**config.mk**
```make
export PLATFORM = sky130hd
export DESIGN_NAME = bsc_queue
export DESIGN_NICKNAME = d
export VERILOG_FILES = /design/src/rtl/bsc_pkg.sv /design/src/rtl/bsc_queue.sv
export SDC_FILE = /design/constraint.sdc
export NUM_CORES = 1
export LEC_CHECK = 0
export BUFFER_PORTS_ARGS = -buffer_cell sky130_fd_sc_hd__buf_2
export CAP_MARGIN = 10
export CORE_UTILIZATION = 57
export DETAILED_ROUTE_END_ITERATION = 7
export PLACE_DENSITY = 0.8
export SYNTH_ARGS = -nofsm -noshare
export SYNTH_HDL_FRONTEND = slang
export SYNTH_SLANG_ARGS = --single-unit
export TNS_END_PERCENT = 100
```
**constraint.sdc**
```tcl
create_clock -name clock -period 4.25 [get_ports clock]
set_input_delay 0.425 -clock clock [delete_from_list [all_inputs] [get_ports clock]]
set_output_delay 0.425 -clock clock [all_outputs]
set_load 0.05 [all_outputs]
```
**src/rtl/bsc_pkg.sv**
```systemverilog
// shared types and constants of the barometric compensation block
package bsc_pkg;

   localparam int RAW_W       = 20;
   localparam int TEMP_W      = 16;
   localparam int PRESS_W     = 25;
   localparam int CSR_INDEX_W = 2;
   localparam int CSR_DATA_W  = 64;
   localparam int DIV_STEPS   = 64;

   localparam logic [CSR_INDEX_W-1:0] CSR_TEMP_CAL      = 2'd0;
   localparam logic [CSR_INDEX_W-1:0] CSR_PRESS_CAL_LO  = 2'd1;
   localparam logic [CSR_INDEX_W-1:0] CSR_PRESS_CAL_HI  = 2'd2;
   localparam logic [CSR_INDEX_W-1:0] CSR_PRESS_CURV    = 2'd3;

   localparam logic signed [25:0] FINE_OFFSET = 26'sd128000;
   localparam logic [20:0]        PRESS_BASE  = 21'd1048576;
   localparam logic [11:0]        PRESS_SCALE = 12'd3125;
   localparam logic signed [27:0] TEMP_ROUND  = 28'sd128;
   localparam logic signed [27:0] TEMP_SCALE  = 28'sd5;
   localparam logic [47:0]        OFFSET_47   = 48'h8000_0000_0000;

   typedef struct packed {
      logic [15:0] t1;
      logic [15:0] t2;
      logic [15:0] t3;
      logic [15:0] p1;
      logic [15:0] p2;
      logic [15:0] p3;
      logic [15:0] p4;
      logic [15:0] p5;
      logic [15:0] p6;
      logic [15:0] p7;
      logic [15:0] p8;
      logic [15:0] p9;
   } coeff_type;

   typedef struct packed {
      logic [TEMP_W-1:0] temp;
      logic              dz;
   } side_type;

   typedef struct packed {
      side_type    side;
      logic [63:0] num;
      logic [30:0] den;
   } entry_type;

   typedef struct packed {
      logic not_empty;
      logic full;
   } queue_status_type;

endpackage

```
**src/rtl/bsc_queue.sv**
```systemverilog
// short queue between the front and back pipelines
module bsc_queue import bsc_pkg::*; #(
   parameter int DEPTH = 4
) (
   input  logic             clock,
   input  logic             reset,
   input  logic             push,
   input  entry_type        push_entry,
   input  logic             pop,
   output entry_type        head_entry,
   output queue_status_type q_status
);

   localparam int PTR_W = $clog2(DEPTH);
   localparam int CNT_W = $clog2(DEPTH + 1);

   entry_type slot_ff [DEPTH];
   logic [PTR_W-1:0] wr_ptr_ff, wr_ptr_in, rd_ptr_ff, rd_ptr_in;
   logic [CNT_W-1:0] count_ff, count_in;

   assign wr_ptr_in = !push ? wr_ptr_ff :
                      (wr_ptr_ff == PTR_W'(DEPTH - 1)) ? '0 : wr_ptr_ff + 1'b1;
   assign rd_ptr_in = !pop ? rd_ptr_ff :
                      (rd_ptr_ff == PTR_W'(DEPTH - 1)) ? '0 : rd_ptr_ff + 1'b1;
   always_comb begin
      count_in = count_ff;
      if (push && !pop) begin
         count_in = count_ff + 1'b1;
      end else if (pop && !push) begin
         count_in = count_ff - 1'b1;
      end
   end

   assign head_entry         = slot_ff[rd_ptr_ff];
   assign q_status.not_empty = (count_ff != '0);
   assign q_status.full      = (count_ff == CNT_W'(DEPTH));

   always_ff @(posedge clock) begin
      if (reset) begin
         wr_ptr_ff <= '0;
         rd_ptr_ff <= '0;
         count_ff  <= '0;
      end else begin
         wr_ptr_ff <= wr_ptr_in;
         rd_ptr_ff <= rd_ptr_in;
         count_ff  <= count_in;
      end
   end

   always_ff @(posedge clock) begin
      if (push) begin
         slot_ff[wr_ptr_ff] <= push_entry;
      end
   end

endmodule

```
==> out/metrics.yaml, run 1 <==
h-tree-depth: 2
synth-seq-cells: 457
r2r_start: "wr_ptr_ff[0]"
drtIter0Drc: 685
hold_path.class: "primary input to flip-flop"
clkTransAtPathRegs_ns: 0.06
die_x_um: 173
gr-total-overflow: 0
drt_pass1_iterations: 5
rrSetupSlack_ns: 2.14
vias: 7486
dpl.hpwl_um: 17300
layout_commonest_cell: "edfxtp_1"
skew_ns: 0.0114
fin_util_pct: 68.1
dp_slack_ns: 1.77
grt_pass1_wl_um: 46000
drcViolationCount: 0
syn_to_final_growth_pct: 17.5
ir_worst_vdd_mv: 0.369
required_ns: 3.83
rows: 62
place_congestion: 0.747
grt_max_degree: 61
yosysWarnings: 0
setup-violations-final: 0
p_comb_share_pct: 12.2
min_period_ns: 2.96
cts.repair.resized: 0
cts_buffer_depth: 3
p_sw_mw: 2.53
status: "completed"
cts-root-buf: "clkbuf_16"
tightest_slew_ns: 0.889
crit_fanout: 41
cts_tree: "yes"
ys_types: 19
swShare_pct: 24.7
critPathKind: "flip-flop to output pin"
die_h_um: 173
slew_headroom_pct: 40.7
power.density_mw_per_mm2: 521
finalHoldViolCount: 0
via_per_inst: 5.73
fin_crit_sh_pct: 69.8
layout_common_cells: "edfxtp_1 (448), buf_2 (229), mux4_2 (112), clkbuf_16 (46), clkinv_2 (12)"
cp-end-kind: "output pin"
startpoint_type: "flip-flop"
num_io_pins: 230
seqPwrFrac_pct: 51.3
grt_usage_pct: 20.5
finalSetupTns_ns: 0
initial_core_util_pct: 58.0
port_buffers: 229
yosysSeqAreaShare_pct: 81.7
postCtsSetupRepairBufs: 0
layout-drive-gt1-share_pct: 45.7
syn_avg_cell_area_um2: 26.5
die_area_mm2: 0.0300
fin_ws_ns: 1.29
hp-start: "push_entry[94]"
fmax_ghz: 0.337
coreArea_mm2: 0.0288
syn-num-nets: 752
maxSlewViolCount: 0
rsz0062_at_grt: "no"
drt_wl_total_um: 30400
cts_sinks: 457
grt_pass1_vias: 7819
internal_power_mw: 7.70
nNetsFinal: 1010
wire_per_inst_um: 23.3
cts_made_buffers: 44
power.share.clock_pct: 36.5
drtAntennaViolNets: 0
arrival_ns: 2.54
cts_hold_buf: 0
power.leakage_nw: 6.60
worstSkewPairLatency_ns: 0.53
cap_violations: 0
synth_cells: 629
antenna_found_initial: 1
synthesis.area_mm2: 0.0167
==> layout make-up <==
| cell class | instances | area, um2 |
|---|---|---|
| diodes | 2 | 5.00 |
| clock buffers | 53 | 1180 |
| clock inverters | 26 | 218 |
| fillers | 1733 | 9170 |
| inverters | 4 | 15.0 |
| multi-input cells | 143 | 2780 |
| flip-flops and latches | 457 | 13600 |
| well taps | 384 | 480 |
| repair buffers | 237 | 1290 |
==> power by group through the flow <==
stage | registers [mW] | logic (mW) | clock network [mW]
CTS | 5.25 | 1.26 | 3.80
detailed placement | 5.34 | 1.26 | 0
floorplan | 5.31 | 0.963 | 0
global placement | 5.33 | 1.24 | 0
finish | 5.25 | 1.25 | 3.73
global route | 5.26 | 1.30 | 3.96
==> layer usage <==
metal,vias up,share of wire [%],global-route usage (%),wire (um)
met2,290,51,33.9,15400
met5,-,0,0,0
met3,56,6.7,4.44,2040
li1,3234,-,-,-
met1,3906,40,27.9,12300
met4,0,2.1,6.19,637
==> logic make-up after synthesis <==
family	Yosys count	synth area share (%)
and+or+nand+nor	15	0.472
AOI/OAI and AO/OA	3	0.0899
muxes	116	15.4
adders and majority gates	7	0.570
buffers and inverters	29	1.71
xor gates and xnor gates	2	0.105
DFF	457	81.7
==> through the flow <==
| step | hold slack (ns) | cells | total power [mW] | area (um2) |
|---|---|---|---|---|
| 4_1_cts | 0.0791 | 1304 | 10.3 | 19600 |
| 5_1_grt | 0.0875 | 1305 | 10.5 | 19600 |
| 3_5_place_dp | 0.506 | 1225 | 6.60 | 18200 |
| 2_1_floorplan | 0.455 | 629 | 6.27 | 16700 |
| 3_3_place_gp | 0.487 | 1225 | 6.57 | 18200 |
| 6_report | 0.105 | 1306 | 10.2 | 19600 |
==> state kept, by name, indices dropped and copies added, names as in the netlist, named ones only <==
register and cells:
rd_ptr_ff 2, wr_ptr_ff 2, slot_ff 448, count_ff 3
==> synthesized netlist by cell type (all sizes together) <==
master	number	share of area, %
dfxtp	9	1.1
a21oi	2	0.060
mux4	112	15
or3	2	0.075
nor3b	2	0.090
edfxtp	448	81
ha	6	0.45
buf	25	1.6
inv	4	0.090
xor2	2	0.10
nor2	7	0.16
and2	4	0.15
fa	1	0.12
mux2i	4	0.24
o21ai	1	0.030
==> worst paths after layout <==
kind / to / cells after the start
worst max register to register: slot_ff[0][1] / 4
worst min-delay path: slot_ff[3][94] / 1
worst max-delay path: head_entry[92] / 3
worst min register to register: count_ff[2] / 2
==> worst max-delay path, cell delays in order (launching register included) <==
cell and delay [ns]:
dfxtp_4 0.75, buf_12 0.39, mux4_2 0.59, buf_2 0.23
(Power assumes the default switching activity.)
==> inputs of run 2 (changes only) <==
==> constraint.sdc (replaced) <==
create_clock -name clock -period 2.8 [get_ports clock]
set_input_delay 0.28 -clock clock [delete_from_list [all_inputs] [get_ports clock]]
set_output_delay 0.28 -clock clock [all_outputs]
set_load 0.05 [all_outputs]
==> run 2 against run 1 <==
Global-route usage increased by 2.2 points. Die area unchanged. Clock-buffer cell count increased by 8.
==> out/metrics.yaml, run 2 (synthesis results as in run 1) <==
vias: 8062  # was 7486
critPathKind: "flip-flop to output pin"  # unchanged
min_to: "slot_ff[2][90]"  # was slot_ff[3][94]
postCtsSetupRepairBufs: 0  # unchanged
power.leakage_nw: 7.12  # was 6.60 nW
internal_power_mw: 11.7  # was 7.70 mW
cts_tree: "yes"  # unchanged
slew_headroom_pct: 67.1  # was 40.7%
drt_pass1_iterations: 5  # unchanged
power.density_mw_per_mm2: 747  # was 521 mW/mm2
via_per_inst: 5.63  # was 5.73
rows: 62  # unchanged
die_x_um: 173  # unchanged
finalHoldViolCount: 0  # unchanged
syn_to_final_growth_pct: 24.8  # was 17.5%
h-tree-depth: 2  # unchanged
ir_worst_vdd_mv: 0.574  # was 0.369 mV
coreArea_mm2: 0.0288  # unchanged
swShare_pct: 24.7  # about the same
nNetsFinal: 1136  # was 1010
startpoint_type: "flip-flop"  # unchanged
die_h_um: 173  # unchanged
gr-total-overflow: 0  # unchanged
hp-start: "push_entry[90]"  # was push_entry[94]
holdPathStages: 1  # unchanged
r2r-end: "slot_ff[3][80]"  # was slot_ff[0][1]
cts_made_buffers: 45  # was 44
cts_sinks: 457  # unchanged
status: "completed"  # unchanged
skew_ns: 0.0151  # was 0.0114 ns
place_congestion: 0.737  # was 0.747
setup-violations-final: 0  # unchanged
drcViolationCount: 0  # unchanged
rsz0062_at_grt: "no"  # unchanged
power.share.clock_pct: 35.5  # was 36.5%
r2r_start: "wr_ptr_ff[0]"  # unchanged
required_ns: 2.52  # was 3.83 ns
port_buffers: 229  # unchanged
fin_crit_sh_pct: 94.8
holdWs_ns: 0.0130  # was 0.105 ns
grt_usage_pct: 22.8  # was 20.5%
antenna_found_initial: 1  # unchanged
p_comb_share_pct: 13.5  # was 12.2%
drt_wl_total_um: 33400  # was 30400 um
layout-drive-gt1-share_pct: 40.7  # was 45.7%
num_io_pins: 230  # unchanged
rrSetupSlack_ns: 1.00  # was 2.14 ns
p_sw_mw: 3.85  # was 2.53 mW
grt_pass1_wl_um: 51100  # was 46000 um
wire_per_inst_um: 23.3  # about the same
arrival_ns: 2.37  # was 2.54 ns
grt_max_degree: 66  # was 61
seqPwrFrac_pct: 51.0  # was 51.3%
finalSetupTns_ns: 0  # unchanged
cts_buffer_depth: 3  # unchanged
initial_core_util_pct: 58.0  # unchanged
drtAntennaViolNets: 0  # unchanged
hold_path.class: "primary input to flip-flop"  # unchanged
crit_fanout: 23  # was 41
layout_common_cells: "edfxtp_1 (448), buf_2 (229), mux4_2 (112), dlygate4sd3_1 (112), clkbuf_16 (47)"  # was edfxtp_1 (448), buf_2 (229), mux4_2 (112), clkbuf_16 (46), clkinv_2 (12)
die_area_mm2: 0.0300  # unchanged
worstSkewPairLatency_ns: 0.53  # about the same
fmax_ghz: 0.377
cp-end-kind: "output pin"  # unchanged
grt_pass1_vias: 8786  # was 7819
cap_violations: 0  # unchanged
layout_commonest_cell: "edfxtp_1"  # unchanged
tightest_slew_ns: 0.494  # was 0.889 ns
r2r_cells: 3  # was 4
top_regs: "slot_ff: 448 flops, count_ff: 3 flops"  # unchanged
maxSlewViolCount: 0  # unchanged
min_period_ns: 2.65
dpl.hpwl_um: 18600  # was 17300 um
clkTransAtPathRegs_ns: 0.06  # about the same
regMostFlops: "slot_ff"  # unchanged
drtIter0Drc: 657  # was 685
largest_register_ff_count: 448  # unchanged
cts-root-buf: "clkbuf_16"  # unchanged
run 2: cell count changes in the layout (fill, tap and decap cells not counted), moves of 2 or more:
cell           change
dlygate4sd3_1    +112
buf_4             +10
clkbuf_1           +6
clkinv_2           -5
buf_12             +3
bufinv_16          -2
clkinv_1           +2
clkinv_4           -2
run 2: worst max-delay path: stages, from the launching register on:
cell and delay (ns):
dfxtp_4 0.67, buf_4 0.36, mux4_2 0.56, buf_2 0.23
run 2: final cells by class:
cell class | count | area (um2)
Sequential cell | 457 | 13600
Fill cell | 1611 | 7960
Multi-Input combinational cell | 143 | 2780
Timing Repair Buffer | 362 | 2550
Clock buffer | 61 | 1240
Tap cell | 384 | 480
Clock inverter | 19 | 115
Inverter | 4 | 15.0
Antenna cell | 1 | 2.50
run 2: worst max-delay path by stage:
stage            startpoint        endpoint  slack, ns
2_1_floorplan  wr_ptr_ff[0]   slot_ff[3][0]       0.43
3_3_place_gp      flip-flop  head_entry[68]       0.67
3_5_place_dp      flip-flop  head_entry[74]       0.65
4_1_cts           flip-flop  head_entry[79]       0.08
5_1_grt           flip-flop  head_entry[68]       0.01
6_report          flip-flop  head_entry[79]       0.15
run 2: what timing repair did:
| action | CTS | global route |
|---|---|---|
| resized for setup | 0 | 0 |
| hold buffers | 111 | 1 |
| hold endpoints to repair | 443 | 4 |
run 2: layer usage:
metal	global-route usage (%)	share of wire [%]	vias to the layer above
met5	0	0.039	-
met4	5.24	1.5	2
met3	5.23	6.2	47
met2	39.0	53	301
met1	30.1	40	4231
li1	-	-	3481
run 2: stage by stage:
stage                     instances  util [%]  worst slack, ns  power, mW  cell area, um2
after global routing           1430      72.3           0.0110       16.0           20800
after floorplan                 629         -            0.426       9.51           16700
final                          1431      72.3            0.146       15.6           20800
after detailed placement       1238      63.7            0.652       10.0           18300
after global placement         1238      63.7            0.671       9.99           18300
after CTS                      1429      72.3           0.0849       15.7           20800
run 2: power groups by stage:
stage	clock network, mW	registers, mW	logic (mW)
3_5_place_dp	0	8.07	1.97
3_3_place_gp	0	8.06	1.94
4_1_cts	5.61	7.94	2.11
6_report	5.52	7.94	2.10
5_1_grt	5.88	7.96	2.19
2_1_floorplan	0	8.04	1.46
==> inputs of run 3 (changes only) <==
--- a/config.mk
+++ b/config.mk
@@ -9,7 +9,7 @@
 export CAP_MARGIN = 10
 export CORE_UTILIZATION = 57
 export DETAILED_ROUTE_END_ITERATION = 7
-export PLACE_DENSITY = 0.8
+export PLACE_DENSITY = 0.79
 export SYNTH_ARGS = -nofsm -noshare
 export SYNTH_HDL_FRONTEND = slang
 export SYNTH_SLANG_ARGS = --single-unit
==> run 3 against run 2 <==
Fmax grew 4.0%. First-iteration DRC count shrank 3.0%. Worst setup slack gained 0.10 ns. Cell area is essentially flat. Core utilization is essentially flat. Sequential power is essentially flat. Sequential share of layout area is essentially flat. Critical path depth is the same. Register-to-register slack is essentially flat. Total power is essentially flat.
==> out/metrics.yaml, run 3 (synthesis results as in run 1) <==
cp-end-kind: "output pin"  # unchanged
clkTransAtPathRegs_ns: 0.06  # about the same
antenna_found_initial: 2  # was 1
fmax_ghz: 0.392  # was 0.377 GHz
wire_per_inst_um: 22.7  # was 23.3 um
critPathSlowestCell: "mux4_2"  # was dfxtp_4
worstSkewPairLatency_ns: 0.53  # about the same
maxSlewViolCount: 0  # unchanged
drt_pass1_iterations: 5  # unchanged
die_area_mm2: 0.0300  # unchanged
hold_path.class: "primary input to flip-flop"  # unchanged
grt_pass1_wl_um: 49900  # was 51100 um
power.density_mw_per_mm2: 747  # about the same
num_antenna_cells: 0  # was 1
wl_met1_um: 12900  # was 13300 um
grt_usage_pct: 22.2  # was 22.8%
drt_wl_total_um: 32400  # was 33400 um
status: "completed"  # unchanged
drtAntennaViolNets: 0  # unchanged
min_period_ns: 2.55  # was 2.65 ns
nNetsFinal: 1132  # was 1136
grt_max_degree: 72  # was 66
die_x_um: 173  # unchanged
finalHoldViolCount: 0  # unchanged
met2WireLength_um: 16400  # was 17600 um
crit_fanout: 71  # was 23
cts-root-buf: "clkbuf_16"  # unchanged
layout_commonest_cell: "edfxtp_1"  # unchanged
h-tree-depth: 2  # unchanged
slew_headroom_pct: 57.9  # was 67.1%
cts_made_buffers: 44  # was 45
cts_tree: "yes"  # unchanged
drcViolationCount: 0  # unchanged
tightest_slew_ns: 0.631  # was 0.494 ns
coreArea_mm2: 0.0288  # unchanged
cts_buffer_depth: 3  # unchanged
die_h_um: 173  # unchanged
rows: 62  # unchanged
required_ns: 2.52  # about the same
gr-total-overflow: 0  # unchanged
drtIter0Drc: 637  # was 657
rsz0062_at_grt: "no"  # unchanged
dpl.hpwl_um: 18300  # was 18600 um
num_io_pins: 230  # unchanged
power.leakage_nw: 7.11  # was 7.12 nW
via_per_inst: 5.56  # was 5.63
fin_crit_sh_pct: 91.2  # was 94.8%
r2r_start: "wr_ptr_ff[0]"  # unchanged
regMostFlops: "slot_ff"  # unchanged
layout_common_cells: "edfxtp_1 (448), buf_2 (229), dlygate4sd3_1 (113), mux4_2 (112), clkbuf_16 (45)"  # was edfxtp_1 (448), buf_2 (229), mux4_2 (112), dlygate4sd3_1 (112), clkbuf_16 (47)
arrival_ns: 2.27  # was 2.37 ns
skew_ns: 0.0166  # was 0.0151 ns
largest_register_ff_count: 448  # unchanged
path_cells: "buf_12 -> mux4_2 -> buf_2"  # was buf_4 -> mux4_2 -> buf_2
finalSetupTns_ns: 0  # unchanged
fin_ws_ns: 0.247  # was 0.146 ns
top_layer: "met5"  # unchanged
port_buffers: 229  # unchanged
startpoint_type: "flip-flop"  # unchanged
setup-violations-final: 0  # unchanged
vias: 7950  # was 8062
holdWs_ns: 0.0874  # was 0.0130 ns
layout-drive-gt1-share_pct: 40.7  # about the same
ir_worst_vdd_mv: 0.593  # was 0.574 mV
grt_pass1_vias: 8648  # was 8786
cap_violations: 0  # unchanged
dp_slack_ns: 0.786  # was 0.652 ns
hp-start: "pop"  # was push_entry[90]
top_regs: "slot_ff: 448 flops, count_ff: 3 flops"  # unchanged
place_congestion: 0.694  # was 0.737
cts_sinks: 457  # unchanged
wl_met3_um: 2460  # was 2050 um
critPathKind: "flip-flop to output pin"  # unchanged
initial_core_util_pct: 58.0  # unchanged
critPathMaxStageDelay_ns: 0.61  # was 0.67 ns
syn_to_final_growth_pct: 24.8  # about the same
==> run 3: critical path, delay by kind of cell, from the launching register on <==
kind                   cells  cell delay (ns)
flip-flops                 1             0.37
buffers and inverters      2             0.64
multiplexers               1             0.61
==> run 3: layout make-up <==
type	instances	area, um2
clock buffers	58	1170
repair buffers	359	2550
flip-flops and latches	457	13600
fillers	1621	7960
clock inverters	24	174
well taps	384	480
inverters	4	15.0
multi-input cells	143	2780
==> run 3: per-stage QoR <==
step                power [mW]  cell area (um2)  utilization, %  std cells
global placement          9.98            18300            63.7       1234
finish                    15.5            20800            72.3       1429
CTS                       15.6            20800            72.3       1429
detailed placement        10.0            18300            63.7       1234
floorplan                 9.51            16700               -        629
global route              16.0            20800            72.3       1429
==> run 3: report_power, final <==
group          total [mW]  switching, mW  internal, mW  leakage [nW]
clock network        5.53           2.38          3.15         0.663
logic                2.08           1.39         0.687          2.26
registers            7.94          0.100          7.84          4.19
==> run 3: worst paths after layout <==
path / end / slack, ns / cells after the start
worst min register to register: count_ff[2] / 0.50 / 2
worst min-delay path: rd_ptr_ff[1] / 0.09 / 3
worst max-delay path: head_entry[39] / 0.25 / 3
worst max register to register: slot_ff[3][99] / 1.01 / 3
==> run 3: what timing repair did <==
| item | in CTS | in global routing |
|---|---|---|
| hold buffers | 113 | 0 |
| hold endpoints to repair | 451 | 0 |
| resized for setup | 0 | 0 |
| buffers inserted | 0 | 0 |
==> run 3: routing by layer <==
metal	vias to the layer above	GRT usage (%)
met5	-	0
met4	2	6.16
met3	54	5.28
met2	339	37.2
met1	4068	29.5
li1	3487	-
